### src/rtl/multi_timer_scheduler_assert.svh
// Assertion macros for the timer scheduler.
// Used by the top level; expects clk and rst_n in scope.
`ifndef MULTI_TIMER_SCHEDULER_ASSERT_SVH
`define MULTI_TIMER_SCHEDULER_ASSERT_SVH

// The consequent must hold in the same cycle as the antecedent.
`define MTS_ASSERT_NOW(lbl, ante, cons, msg) \
  lbl: assert property (@(posedge clk) disable iff (!rst_n) (ante) |-> (cons)) \
    else $error(msg);

// The consequent must hold in the cycle after the antecedent.
`define MTS_ASSERT_NEXT(lbl, ante, cons, msg) \
  lbl: assert property (@(posedge clk) disable iff (!rst_n) (ante) |=> (cons)) \
    else $error(msg);

`endif

### src/rtl/mts_pkg.sv
// Shared types and codes for the timer scheduler.
// No dependencies; imported by every module of the block.
package mts_pkg;

  localparam int OP_W        = 2;
  localparam int SEQ_W       = 32;
  localparam int QUEUE_DEPTH = 2;

  localparam logic [1:0] KIND_TICK   = 2'd0;
  localparam logic [1:0] KIND_ADD    = 2'd1;
  localparam logic [1:0] KIND_REMOVE = 2'd2;

  typedef enum logic [OP_W-1:0] {
    OP_TICK   = 2'd0,
    OP_ADD    = 2'd1,
    OP_REMOVE = 2'd2,
    OP_NOP    = 2'd3
  } op_t;

  typedef enum logic [2:0] {
    ST_FIRED   = 3'd0,
    ST_IDLE    = 3'd1,
    ST_ADDED   = 3'd2,
    ST_FULL    = 3'd3,
    ST_REMOVED = 3'd4,
    ST_MISSING = 3'd5
  } status_t;

  typedef struct packed {
    logic full;
    logic nonempty;
  } q_status_t;

endpackage

### src/rtl/mts_front.sv
// Front end of the timer scheduler: accepts input beats and classifies them.
// Depends on mts_pkg; feeds the command queue.
module mts_front import mts_pkg::*; #(
  parameter int ID_BITS       = 8,
  parameter int INTERVAL_BITS = 31,
  parameter int CMD_W         = OP_W + ID_BITS + INTERVAL_BITS + 1
) (
  input  logic                     in_valid,
  output logic                     in_ready,
  input  logic [1:0]               in_kind,
  input  logic [ID_BITS-1:0]       in_timer_id,
  input  logic [INTERVAL_BITS-1:0] in_interval_ms,
  input  logic                     in_one_shot,
  input  q_status_t                q_status,
  output logic                     push,
  output logic [CMD_W-1:0]         push_data
);

  op_t op;

  always_comb begin
    case (in_kind)
      KIND_TICK:   op = OP_TICK;
      KIND_ADD:    op = OP_ADD;
      KIND_REMOVE: op = OP_REMOVE;
      default:     op = OP_NOP;
    endcase
  end

  assign in_ready  = !q_status.full;
  assign push      = in_valid && !q_status.full;
  assign push_data = {op, in_timer_id, in_interval_ms, in_one_shot};

endmodule

### src/rtl/mts_queue.sv
// Short command queue between the front end and the execution engine.
// Depends on mts_pkg for the status struct.
module mts_queue import mts_pkg::*; #(
  parameter int WIDTH = 8,
  parameter int DEPTH = 2
) (
  input  logic             clk,
  input  logic             rst_n,
  input  logic             push,
  input  logic [WIDTH-1:0] push_data,
  input  logic             pop,
  output logic [WIDTH-1:0] pop_data,
  output q_status_t        q_status
);

  localparam int PTR_W = (DEPTH > 1) ? $clog2(DEPTH) : 1;
  localparam int CNT_W = $clog2(DEPTH + 1);

  logic [WIDTH-1:0] data_r [DEPTH];
  logic [PTR_W-1:0] wr_ptr_r, wr_ptr_nxt;
  logic [PTR_W-1:0] rd_ptr_r, rd_ptr_nxt;
  logic [CNT_W-1:0] count_r, count_nxt;
  logic             do_push, do_pop;

  assign q_status.full     = (count_r == CNT_W'(DEPTH));
  assign q_status.nonempty = (count_r != '0);
  assign do_push  = push && !q_status.full;
  assign do_pop   = pop && q_status.nonempty;
  assign pop_data = data_r[rd_ptr_r];

  always_comb begin
    wr_ptr_nxt = wr_ptr_r;
    rd_ptr_nxt = rd_ptr_r;
    count_nxt  = count_r;
    if (do_push) begin
      wr_ptr_nxt = (wr_ptr_r == PTR_W'(DEPTH - 1)) ? '0 : wr_ptr_r + PTR_W'(1);
    end
    if (do_pop) begin
      rd_ptr_nxt = (rd_ptr_r == PTR_W'(DEPTH - 1)) ? '0 : rd_ptr_r + PTR_W'(1);
    end
    if (do_push && !do_pop) begin
      count_nxt = count_r + CNT_W'(1);
    end else if (do_pop && !do_push) begin
      count_nxt = count_r - CNT_W'(1);
    end
  end

  always_ff @(posedge clk) begin
    if (!rst_n) begin
      wr_ptr_r <= '0;
      rd_ptr_r <= '0;
      count_r  <= '0;
    end else begin
      wr_ptr_r <= wr_ptr_nxt;
      rd_ptr_r <= rd_ptr_nxt;
      count_r  <= count_nxt;
    end
  end

  always_ff @(posedge clk) begin
    if (do_push) begin
      data_r[wr_ptr_r] <= push_data;
    end
  end

endmodule

### src/rtl/mts_engine.sv
// Execution engine of the timer scheduler: slot table, scans and result register.
// Depends on mts_pkg; takes commands from the queue.
module mts_engine import mts_pkg::*; #(
  parameter int ENTRIES       = 16,
  parameter int ID_BITS       = 8,
  parameter int INTERVAL_BITS = 31
) (
  input  logic                     clk,
  input  logic                     rst_n,
  input  logic                     cmd_valid,
  output logic                     cmd_pop,
  input  op_t                      cmd_op,
  input  logic [ID_BITS-1:0]       cmd_id,
  input  logic [INTERVAL_BITS-1:0] cmd_interval,
  input  logic                     cmd_once,
  output logic                     out_valid,
  input  logic                     out_ready,
  output logic [2:0]               out_status,
  output logic [ID_BITS-1:0]       out_result_id,
  output logic                     out_last
);

  localparam int IDX_W     = (ENTRIES > 1) ? $clog2(ENTRIES) : 1;
  localparam int CNT_W     = $clog2(ENTRIES + 1);
  localparam int MEM_DEPTH = 2 ** IDX_W;
  localparam logic [CNT_W-1:0] CNT_LAST = CNT_W'(ENTRIES);

  typedef struct packed {
    logic                     once;
    logic [ID_BITS-1:0]       ident;
    logic [INTERVAL_BITS-1:0] period;
    logic [INTERVAL_BITS-1:0] remaining;
    logic [SEQ_W-1:0]         stamp;
  } slot_t;

  typedef enum logic [3:0] {
    S_IDLE = 4'b0001,
    S_DEC  = 4'b0010,
    S_SCAN = 4'b0100,
    S_EMIT = 4'b1000
  } state_t;

  slot_t slot_mem_r [MEM_DEPTH];
  slot_t rd_word_r;

  state_t                   state_r, state_nxt;
  logic [CNT_W-1:0]         cnt_r, cnt_nxt;
  logic                     chk_vld_r, chk_vld_nxt;
  logic [IDX_W-1:0]         chk_idx_r, chk_idx_nxt;
  logic [ENTRIES-1:0]       valid_r, valid_nxt;
  logic [ENTRIES-1:0]       due_r, due_nxt;
  logic [SEQ_W-1:0]         seq_r, seq_nxt;
  logic [SEQ_W-1:0]         seq0_r, seq0_nxt;
  logic                     found_r, found_nxt;
  logic [IDX_W-1:0]         best_idx_r, best_idx_nxt;
  slot_t                    best_word_r, best_word_nxt;
  logic [SEQ_W-1:0]         best_age_r, best_age_nxt;
  op_t                      op_r, op_nxt;
  logic [ID_BITS-1:0]       id_r, id_nxt;
  logic [INTERVAL_BITS-1:0] iv_r, iv_nxt;
  logic                     once_r, once_nxt;
  logic                     out_valid_r, out_valid_nxt;
  status_t                  out_status_r, out_status_nxt;
  logic [ID_BITS-1:0]       out_id_r, out_id_nxt;
  logic                     out_last_r, out_last_nxt;

  logic                     mem_we;
  logic [IDX_W-1:0]         mem_waddr;
  slot_t                    mem_wdata;
  logic [ENTRIES-1:0]       free_vec, free_low, pick_mask;
  logic [IDX_W-1:0]         free_idx;
  logic [SEQ_W-1:0]         age;
  logic [INTERVAL_BITS-1:0] dec_rem;
  logic                     cand, better, more_due, out_load;

  assign free_vec  = ~valid_r;
  assign free_low  = free_vec & (~free_vec + ENTRIES'(1));
  assign pick_mask = ENTRIES'(1) << best_idx_r;
  assign more_due  = |(due_r & ~pick_mask);
  assign out_load  = !out_valid_r || out_ready;
  assign age       = seq0_r - rd_word_r.stamp;
  assign dec_rem   = (rd_word_r.remaining == '0) ? '0
                   : rd_word_r.remaining - INTERVAL_BITS'(1);

  always_comb begin
    free_idx = '0;
    for (int b = 0; b < IDX_W; b++) begin
      for (int i = 0; i < ENTRIES; i++) begin
        if (((i >> b) & 1) == 1) begin
          free_idx[b] = free_idx[b] | free_low[i];
        end
      end
    end
  end

  always_comb begin
    if (op_r == OP_TICK) begin
      cand   = due_r[chk_idx_r];
      better = !found_r || (age > best_age_r);
    end else begin
      cand   = valid_r[chk_idx_r] && (rd_word_r.ident == id_r);
      better = !found_r || (rd_word_r.remaining < best_word_r.remaining) ||
               ((rd_word_r.remaining == best_word_r.remaining) && (age > best_age_r));
    end
  end

  always_comb begin
    state_nxt      = state_r;
    cnt_nxt        = cnt_r;
    chk_vld_nxt    = 1'b0;
    chk_idx_nxt    = cnt_r[IDX_W-1:0];
    valid_nxt      = valid_r;
    due_nxt        = due_r;
    seq_nxt        = seq_r;
    seq0_nxt       = seq0_r;
    found_nxt      = found_r;
    best_idx_nxt   = best_idx_r;
    best_word_nxt  = best_word_r;
    best_age_nxt   = best_age_r;
    op_nxt         = op_r;
    id_nxt         = id_r;
    iv_nxt         = iv_r;
    once_nxt       = once_r;
    out_valid_nxt  = out_valid_r;
    out_status_nxt = out_status_r;
    out_id_nxt     = out_id_r;
    out_last_nxt   = out_last_r;
    mem_we         = 1'b0;
    mem_waddr      = chk_idx_r;
    mem_wdata      = rd_word_r;
    cmd_pop        = 1'b0;

    if (out_valid_r && out_ready) begin
      out_valid_nxt = 1'b0;
    end

    case (state_r)
      S_IDLE: begin
        if (cmd_valid) begin
          cmd_pop  = 1'b1;
          op_nxt   = cmd_op;
          id_nxt   = cmd_id;
          iv_nxt   = cmd_interval;
          once_nxt = cmd_once;
          seq0_nxt = seq_r;
          cnt_nxt  = '0;
          case (cmd_op)
            OP_TICK: begin
              state_nxt = S_DEC;
            end
            OP_REMOVE: begin
              found_nxt = 1'b0;
              state_nxt = S_SCAN;
            end
            OP_ADD: begin
              found_nxt    = ~&valid_r;
              best_idx_nxt = free_idx;
              state_nxt    = S_EMIT;
            end
            default: begin
              state_nxt = S_EMIT;
            end
          endcase
        end
      end

      S_DEC: begin
        if (cnt_r != CNT_LAST) begin
          cnt_nxt     = cnt_r + CNT_W'(1);
          chk_vld_nxt = 1'b1;
        end
        if (chk_vld_r) begin
          due_nxt[chk_idx_r] = valid_r[chk_idx_r] && (dec_rem == '0);
          if (valid_r[chk_idx_r]) begin
            mem_we              = 1'b1;
            mem_wdata.remaining = dec_rem;
          end
        end
        if (cnt_r == CNT_LAST) begin
          cnt_nxt   = '0;
          found_nxt = 1'b0;
          state_nxt = S_SCAN;
        end
      end

      S_SCAN: begin
        if (cnt_r != CNT_LAST) begin
          cnt_nxt     = cnt_r + CNT_W'(1);
          chk_vld_nxt = 1'b1;
        end
        if (chk_vld_r && cand && better) begin
          found_nxt     = 1'b1;
          best_idx_nxt  = chk_idx_r;
          best_word_nxt = rd_word_r;
          best_age_nxt  = age;
        end
        if (cnt_r == CNT_LAST) begin
          state_nxt = S_EMIT;
        end
      end

      S_EMIT: begin
        if (out_load) begin
          out_valid_nxt = 1'b1;
          out_last_nxt  = 1'b1;
          state_nxt     = S_IDLE;
          case (op_r)
            OP_TICK: begin
              if (found_r) begin
                out_status_nxt      = ST_FIRED;
                out_id_nxt          = best_word_r.ident;
                out_last_nxt        = !more_due;
                due_nxt[best_idx_r] = 1'b0;
                if (best_word_r.once) begin
                  valid_nxt[best_idx_r] = 1'b0;
                end else begin
                  mem_we              = 1'b1;
                  mem_waddr           = best_idx_r;
                  mem_wdata           = best_word_r;
                  mem_wdata.remaining = best_word_r.period;
                  mem_wdata.stamp     = seq_r;
                  seq_nxt             = seq_r + SEQ_W'(1);
                end
                if (more_due) begin
                  cnt_nxt   = '0;
                  found_nxt = 1'b0;
                  state_nxt = S_SCAN;
                end
              end else begin
                out_status_nxt = ST_IDLE;
                out_id_nxt     = '0;
              end
            end
            OP_ADD: begin
              out_id_nxt = id_r;
              if (found_r) begin
                out_status_nxt        = ST_ADDED;
                valid_nxt[best_idx_r] = 1'b1;
                mem_we                = 1'b1;
                mem_waddr             = best_idx_r;
                mem_wdata             = '{once: once_r, ident: id_r, period: iv_r,
                                          remaining: iv_r, stamp: seq_r};
                seq_nxt               = seq_r + SEQ_W'(1);
              end else begin
                out_status_nxt = ST_FULL;
              end
            end
            OP_REMOVE: begin
              out_id_nxt = id_r;
              if (found_r) begin
                out_status_nxt        = ST_REMOVED;
                valid_nxt[best_idx_r] = 1'b0;
              end else begin
                out_status_nxt = ST_MISSING;
              end
            end
            default: begin
              out_status_nxt = ST_IDLE;
              out_id_nxt     = '0;
            end
          endcase
        end
      end

      default: begin
        state_nxt = S_IDLE;
      end
    endcase
  end

  always_ff @(posedge clk) begin
    if (!rst_n) begin
      state_r     <= S_IDLE;
      cnt_r       <= '0;
      chk_vld_r   <= 1'b0;
      valid_r     <= '0;
      due_r       <= '0;
      seq_r       <= '0;
      found_r     <= 1'b0;
      out_valid_r <= 1'b0;
    end else begin
      state_r     <= state_nxt;
      cnt_r       <= cnt_nxt;
      chk_vld_r   <= chk_vld_nxt;
      valid_r     <= valid_nxt;
      due_r       <= due_nxt;
      seq_r       <= seq_nxt;
      found_r     <= found_nxt;
      out_valid_r <= out_valid_nxt;
    end
  end

  always_ff @(posedge clk) begin
    chk_idx_r    <= chk_idx_nxt;
    seq0_r       <= seq0_nxt;
    best_idx_r   <= best_idx_nxt;
    best_word_r  <= best_word_nxt;
    best_age_r   <= best_age_nxt;
    op_r         <= op_nxt;
    id_r         <= id_nxt;
    iv_r         <= iv_nxt;
    once_r       <= once_nxt;
    out_status_r <= out_status_nxt;
    out_id_r     <= out_id_nxt;
    out_last_r   <= out_last_nxt;
  end

  always_ff @(posedge clk) begin
    if (mem_we) begin
      slot_mem_r[mem_waddr] <= mem_wdata;
    end
    rd_word_r <= slot_mem_r[cnt_r[IDX_W-1:0]];
  end

  assign out_valid     = out_valid_r;
  assign out_status    = out_status_r;
  assign out_result_id = out_id_r;
  assign out_last      = out_last_r;

endmodule

### src/rtl/multi_timer_scheduler.sv
// Timer scheduler top level: front end, command queue and execution engine.
// Add and unused kinds go straight to the result; remove scans the slot table once.
// A tick with n due timers runs a decrement pass and then max(n, 1) scans, each
// visiting one slot per cycle through the slot memory port.
// Beats are accepted while the queue has room; results leave through a register.
// Synchronous reset frees every slot and clears the arm counter.
module multi_timer_scheduler import mts_pkg::*; #(
  parameter int ENTRIES       = 16,
  parameter int ID_BITS       = 8,
  parameter int INTERVAL_BITS = 31
) (
  input  logic                     clk,
  input  logic                     rst_n,
  input  logic                     in_valid,
  output logic                     in_ready,
  input  logic [1:0]               in_kind,
  input  logic [ID_BITS-1:0]       in_timer_id,
  input  logic [INTERVAL_BITS-1:0] in_interval_ms,
  input  logic                     in_one_shot,
  output logic                     out_valid,
  input  logic                     out_ready,
  output logic [2:0]               out_status,
  output logic [ID_BITS-1:0]       out_result_id,
  output logic                     out_last
);

  localparam int CMD_W = OP_W + ID_BITS + INTERVAL_BITS + 1;

  q_status_t                q_status;
  logic                     q_push, q_pop;
  logic [CMD_W-1:0]         q_push_data, q_pop_data;
  op_t                      cmd_op;
  logic [ID_BITS-1:0]       cmd_id;
  logic [INTERVAL_BITS-1:0] cmd_interval;
  logic                     cmd_once;

  mts_front #(
    .ID_BITS       (ID_BITS),
    .INTERVAL_BITS (INTERVAL_BITS),
    .CMD_W         (CMD_W)
  ) u_front (
    .in_valid       (in_valid),
    .in_ready       (in_ready),
    .in_kind        (in_kind),
    .in_timer_id    (in_timer_id),
    .in_interval_ms (in_interval_ms),
    .in_one_shot    (in_one_shot),
    .q_status       (q_status),
    .push           (q_push),
    .push_data      (q_push_data)
  );

  mts_queue #(
    .WIDTH (CMD_W),
    .DEPTH (QUEUE_DEPTH)
  ) u_queue (
    .clk       (clk),
    .rst_n     (rst_n),
    .push      (q_push),
    .push_data (q_push_data),
    .pop       (q_pop),
    .pop_data  (q_pop_data),
    .q_status  (q_status)
  );

  assign cmd_op       = op_t'(q_pop_data[CMD_W-1 -: OP_W]);
  assign cmd_id       = q_pop_data[INTERVAL_BITS+1 +: ID_BITS];
  assign cmd_interval = q_pop_data[1 +: INTERVAL_BITS];
  assign cmd_once     = q_pop_data[0];

  mts_engine #(
    .ENTRIES       (ENTRIES),
    .ID_BITS       (ID_BITS),
    .INTERVAL_BITS (INTERVAL_BITS)
  ) u_engine (
    .clk           (clk),
    .rst_n         (rst_n),
    .cmd_valid     (q_status.nonempty),
    .cmd_pop       (q_pop),
    .cmd_op        (cmd_op),
    .cmd_id        (cmd_id),
    .cmd_interval  (cmd_interval),
    .cmd_once      (cmd_once),
    .out_valid     (out_valid),
    .out_ready     (out_ready),
    .out_status    (out_status),
    .out_result_id (out_result_id),
    .out_last      (out_last)
  );

`include "multi_timer_scheduler_assert.svh"

  `MTS_ASSERT_NOW(a_single_is_last, out_valid && (out_status != ST_FIRED), out_last,
                  "non-fire result without last")
  `MTS_ASSERT_NOW(a_idle_id_zero, out_valid && (out_status == ST_IDLE),
                  out_result_id == '0, "idle result with nonzero id")
  `MTS_ASSERT_NEXT(a_queue_holds, q_status.nonempty && !q_pop, q_status.nonempty,
                   "queued command lost without a pop")

endmodule

### config.mk
export PLATFORM = sky130hd
export DESIGN_NAME = multi_timer_scheduler
export DESIGN_NICKNAME = d
export VERILOG_FILES = /design/src/rtl/mts_pkg.sv /design/src/rtl/mts_front.sv /design/src/rtl/mts_queue.sv /design/src/rtl/mts_engine.sv /design/src/rtl/multi_timer_scheduler.sv
export VERILOG_INCLUDE_DIRS = /design/src /design/src/rtl
export SDC_FILE = /design/constraint.sdc
export NUM_CORES = 2
export LEC_CHECK = 0
export BUFFER_PORTS_ARGS = -buffer_cell sky130_fd_sc_hd__buf_4
export CORE_ASPECT_RATIO = 1.5
export CORE_UTILIZATION = 60
export DETAILED_ROUTE_END_ITERATION = 10
export GPL_ROUTABILITY_DRIVEN = 0
export HOLD_SLACK_MARGIN = 0.03
export PLACE_DENSITY = 0.76
export SYNTH_ARGS = -nofsm -noshare
export SYNTH_HDL_FRONTEND = slang
export SYNTH_SLANG_ARGS = --single-unit
### constraint.sdc
create_clock -name clk -period 8.6 [get_ports clk]
set_input_delay 0.43 -clock clk [delete_from_list [all_inputs] [get_ports clk]]
set_output_delay 0.43 -clock clk [all_outputs]
set_load 0.05 [all_outputs]
==> key figures <==
Run status
  – Status: finished clean

Synth
  – Yosys top cell area share: just under 70%
  – Top cells by area, synth: edfxtp_1 (69%), mux4_2 (14%), dfxtp_1 (4.5%)
  – Avg Inst Size Synth: 19.2 um^2
  – YS warnings: 0
  – FF+latch count, synth: about 2100
  – Syn Inst Count: 4370
  – Post-Syn Area: about 84000 um^2
  – Yosys top cell by area: edfxtp_1
  – Syn_nets: between 4000 and 5000
  – Ys async rst share: 0%
  – Top_reg_cell synth: edfxtp_1
  – Sequential area share after synthesis: 73.4%
  – Synth unique cells: between 90 and 100
  – Number of enable flip-flop cells after synthesis: 1925
  – Cell with the most instances after synthesis: edfxtp_1
  – Commonest cells post-synth: edfxtp_1 (1925), mux4_2 (523), nand2_1 (199), dfxtp_1 (188), clkbuf_1 (162)

Run
  – Max_cap viols: 0

Drt
  – Via count: 43600
  – Vias per cell: 6.62
  – DRT iter0 DRCs: 5031
  – Wirelength per Cell: between 30 and 40 um
  – DRT Pass-1 Iters: 6
  – Final ANT Viol Nets: 0
  – DRC violations left: 0
  – Final wirelength: between 150000 and 200000 um

STA
  – Minimum clock period: 6630 ps
  – Worst Tran Pin Value: 1330 ps
  – Fin worst setup slack: 1970 ps
  – Slew margin rel.: 10.8%
  – Max Freq: 151 MHz
  – Final Skew: 55.4 ps
  – Fin crit share: 77.1%
  – Setup TNS: 0 ps
  – Max Slew Vio Count: 0
  – Final hold vios: 0
  – Count of final setup violators: 0
  – RSZ-0062 raised after global routing: no

Critical path
  – Worst setup EP type: flop
  – Arrival @ worst endpoint: 7100 ps
  – CP Class: reg -> reg
  – Crit-path max FO: 54
  – Worst Setup Start Kind: flop
  – Worst EP required: 9080 ps

Clock tree
  – Root Buffer Master: clkbuf_16
  – CTS tree: yes
  – Htree depth: 4
  – Worst-path clk slew: around 70 ps
  – Clock sinks: about 2100
  – Post-CTS Resized: 0
  – Worst-skew pair later-pin latency: 840 ps
  – TritonCTS Buffers: 180
  – Clock Tree Buf Depth: 3

Global route
  – Largest net degree at the start of global routing: 104
  – GR Util All Layers: 28.5%
  – Antenna violations before repair: 2
  – Vias in the first global route: between 40000 and 50000
  – First-pass GRT wire length: between 200000 and 300000 um
  – GR Overflow Total: 0

Power
  – Switching Fraction: 24.3%
  – Pwr dens: 245 nW/um^2
  – Design Power: 0.0229 W
  – Sw power: 0.00556 W
  – Clock network power share: 36.1%
  – VDD IR max: ~0.24 mV
  – Sequential share of power: between 50% and 60%
  – Int Power: 0.0173 W
  – P_leak: 29.5 nW
  – Combinational share of power: 11.6%

Finish
  – Finished Layout Cells: around 6600
  – Area Growth Syn to Fin: 11.6%
  – Multi-input gate area: 21200 um^2
  – FF/Latch Area: 61600 um^2
  – Fillers: 8613
  – Share of layout cells above drive strength 1: 23.1%
  – Final-stage net count: 4719
  – Post-layout util: 67.7%

Placement
  – Dpl hpwl: 109000 um
  – PortBufs: just under 60
  – Dpl ws: approximately 2000 ps
  – Inst Count DP: 6201

Die
  – Die ar.: 141000 um^2
  – Core area: 138000 um^2
  – Num rows: 167
  – Starting density of the core: approximately 61%
  – Die H: 460 um
  – Die Width: about 310 um
  – Ports: 60

Worst hold path
  – Hold crit path type: in -> reg
[metal layers]
layer | global-route usage [%] | vias up | share of wire [%]
li1 | - | 18200 | -
met1 | 35.9 | 22600 | 36
met2 | 49.4 | 2336 | 52
met3 | 5.36 | 468 | 8.3
met4 | 10.7 | 2 | 3.8
met5 | 0 | - | 0.0035
[registers in the layout (all words and copies together) (netlist names), 2 cells and up, named ones only]
signal,flops
u_engine.slot_mem_r,1648
u_engine.rd_word_r,103
u_queue.data_r,84
u_engine.best_word_r,71
u_engine.best_age_r,32
u_engine.seq0_r,32
u_engine.seq_r,32
u_engine.iv_r,31
u_engine.due_r,16
u_engine.id_r,8
u_engine.out_result_id,8
u_engine.cnt_r,5
u_engine.best_idx_r,4
u_engine.chk_idx_r,4
u_engine.state_r,4
u_engine.out_status,3
u_engine.op_r,2
u_queue.count_r,2
[path summary, 6_finish.rpt]
check | slack, ps | start | cells past startpoint | end
max | 1970 | u_engine.seq0_r[1]$_DFFE_PP_ | 19 | u_engine.best_word_r[63]$_DFFE_PP_
min reg2reg | 430 | u_engine.rd_word_r[74]$_DFF_P_ | 0 | u_engine.best_word_r[74]$_DFFE_PP_
min | 90 | out_ready | 4 | u_engine.state_r[3]$_SDFFE_PN0P_
max reg2reg | 1970 | u_engine.seq0_r[1]$_DFFE_PP_ | 19 | u_engine.best_word_r[63]$_DFFE_PP_
[metrics by stage]
step           area [um^2]  hold WS, ps
3_3_place_gp         87200          413
6_report             93600         91.3
3_5_place_dp         87200          415
4_1_cts              93600         34.6
2_1_floorplan        83800          329
5_1_grt              93600         86.4
[power groups by stage]
stage,logic (W),registers [W],clock network (W)
after floorplan,0.00186,0.0120,0
after CTS,0.00264,0.0120,0.00835
after detailed placement,0.00260,0.0122,0
after global placement,0.00255,0.0122,0
final,0.00266,0.0120,0.00827
after global routing,0.00287,0.0120,0.00872
[cell families after synthesis]
family                   count (synthesis)  synth area share, %
XOR/XNOR                                72                0.752
multiplexers                           583                 14.8
AND/OR/NAND/NOR                        685                 4.11
AO/OA/AOI/OAI                          478                 3.77
buffers and inverters                  333                 1.51
adder cells (fa/ha/maj)                106                 1.59
flip-flops                            2113                 73.4
[worst max-delay path: stages (launching register included)]
cell and delay [ps]:
edfxtp_1 400, ha_1 300, nor2b_1 150, o2111ai_1 330, nand4_1 230, a31oi_1 420, o21ai_1 250, a2111oi_0 880
nor2_1 170, o211ai_1 270, ha_1 290, and4_1 240, nor2b_1 150, and3_1 190, a31oi_1 160, o21a_1 250
o311a_1 220, nand2_1 120, inv_4 740, buf_4 500
[layout make-up]
class                      instances  share of cell area (%)
multi-input combinational       1924                    22.6
clock inverter                    87                    1.01
clock buffer                     248                    5.39
timing repair buffer             230                    2.21
tap                             1859                    2.49
antenna                            3                 0.00802
sequential                      2113                    65.8
inverter                         118                   0.477
[cells in the final DEF, fill, tap and decap left out, drive strengths merged, types with 8 or more instances in the layout]
master	instances
a211oi	13
a21o	24
a21oi	91
a22oi	53
a31oi	28
and2	17
and3	22
buf	187
bufinv	17
clkbuf	248
clkinv	59
dfxtp	188
dlygate4sd3	43
edfxtp	1925
ha	105
inv	125
mux2	42
mux2i	18
mux4	523
nand2	199
nand2b	22
nand3	55
nand3b	10
nand4	21
nor2	158
nor2b	22
nor3	60
nor3b	8
nor4	15
o211ai	22
o21a	11
o21ai	149
o221ai	9
o31ai	9
o41ai	13
or2	16
or3	20
xnor2	39
xor2	33
[what timing repair did]
item / in CTS / in global routing
setup buffers: 0 / 0
hold buffers: 43 / 0
hold endpoints to repair: 91 / 0
(Power assumes the default switching activity.)
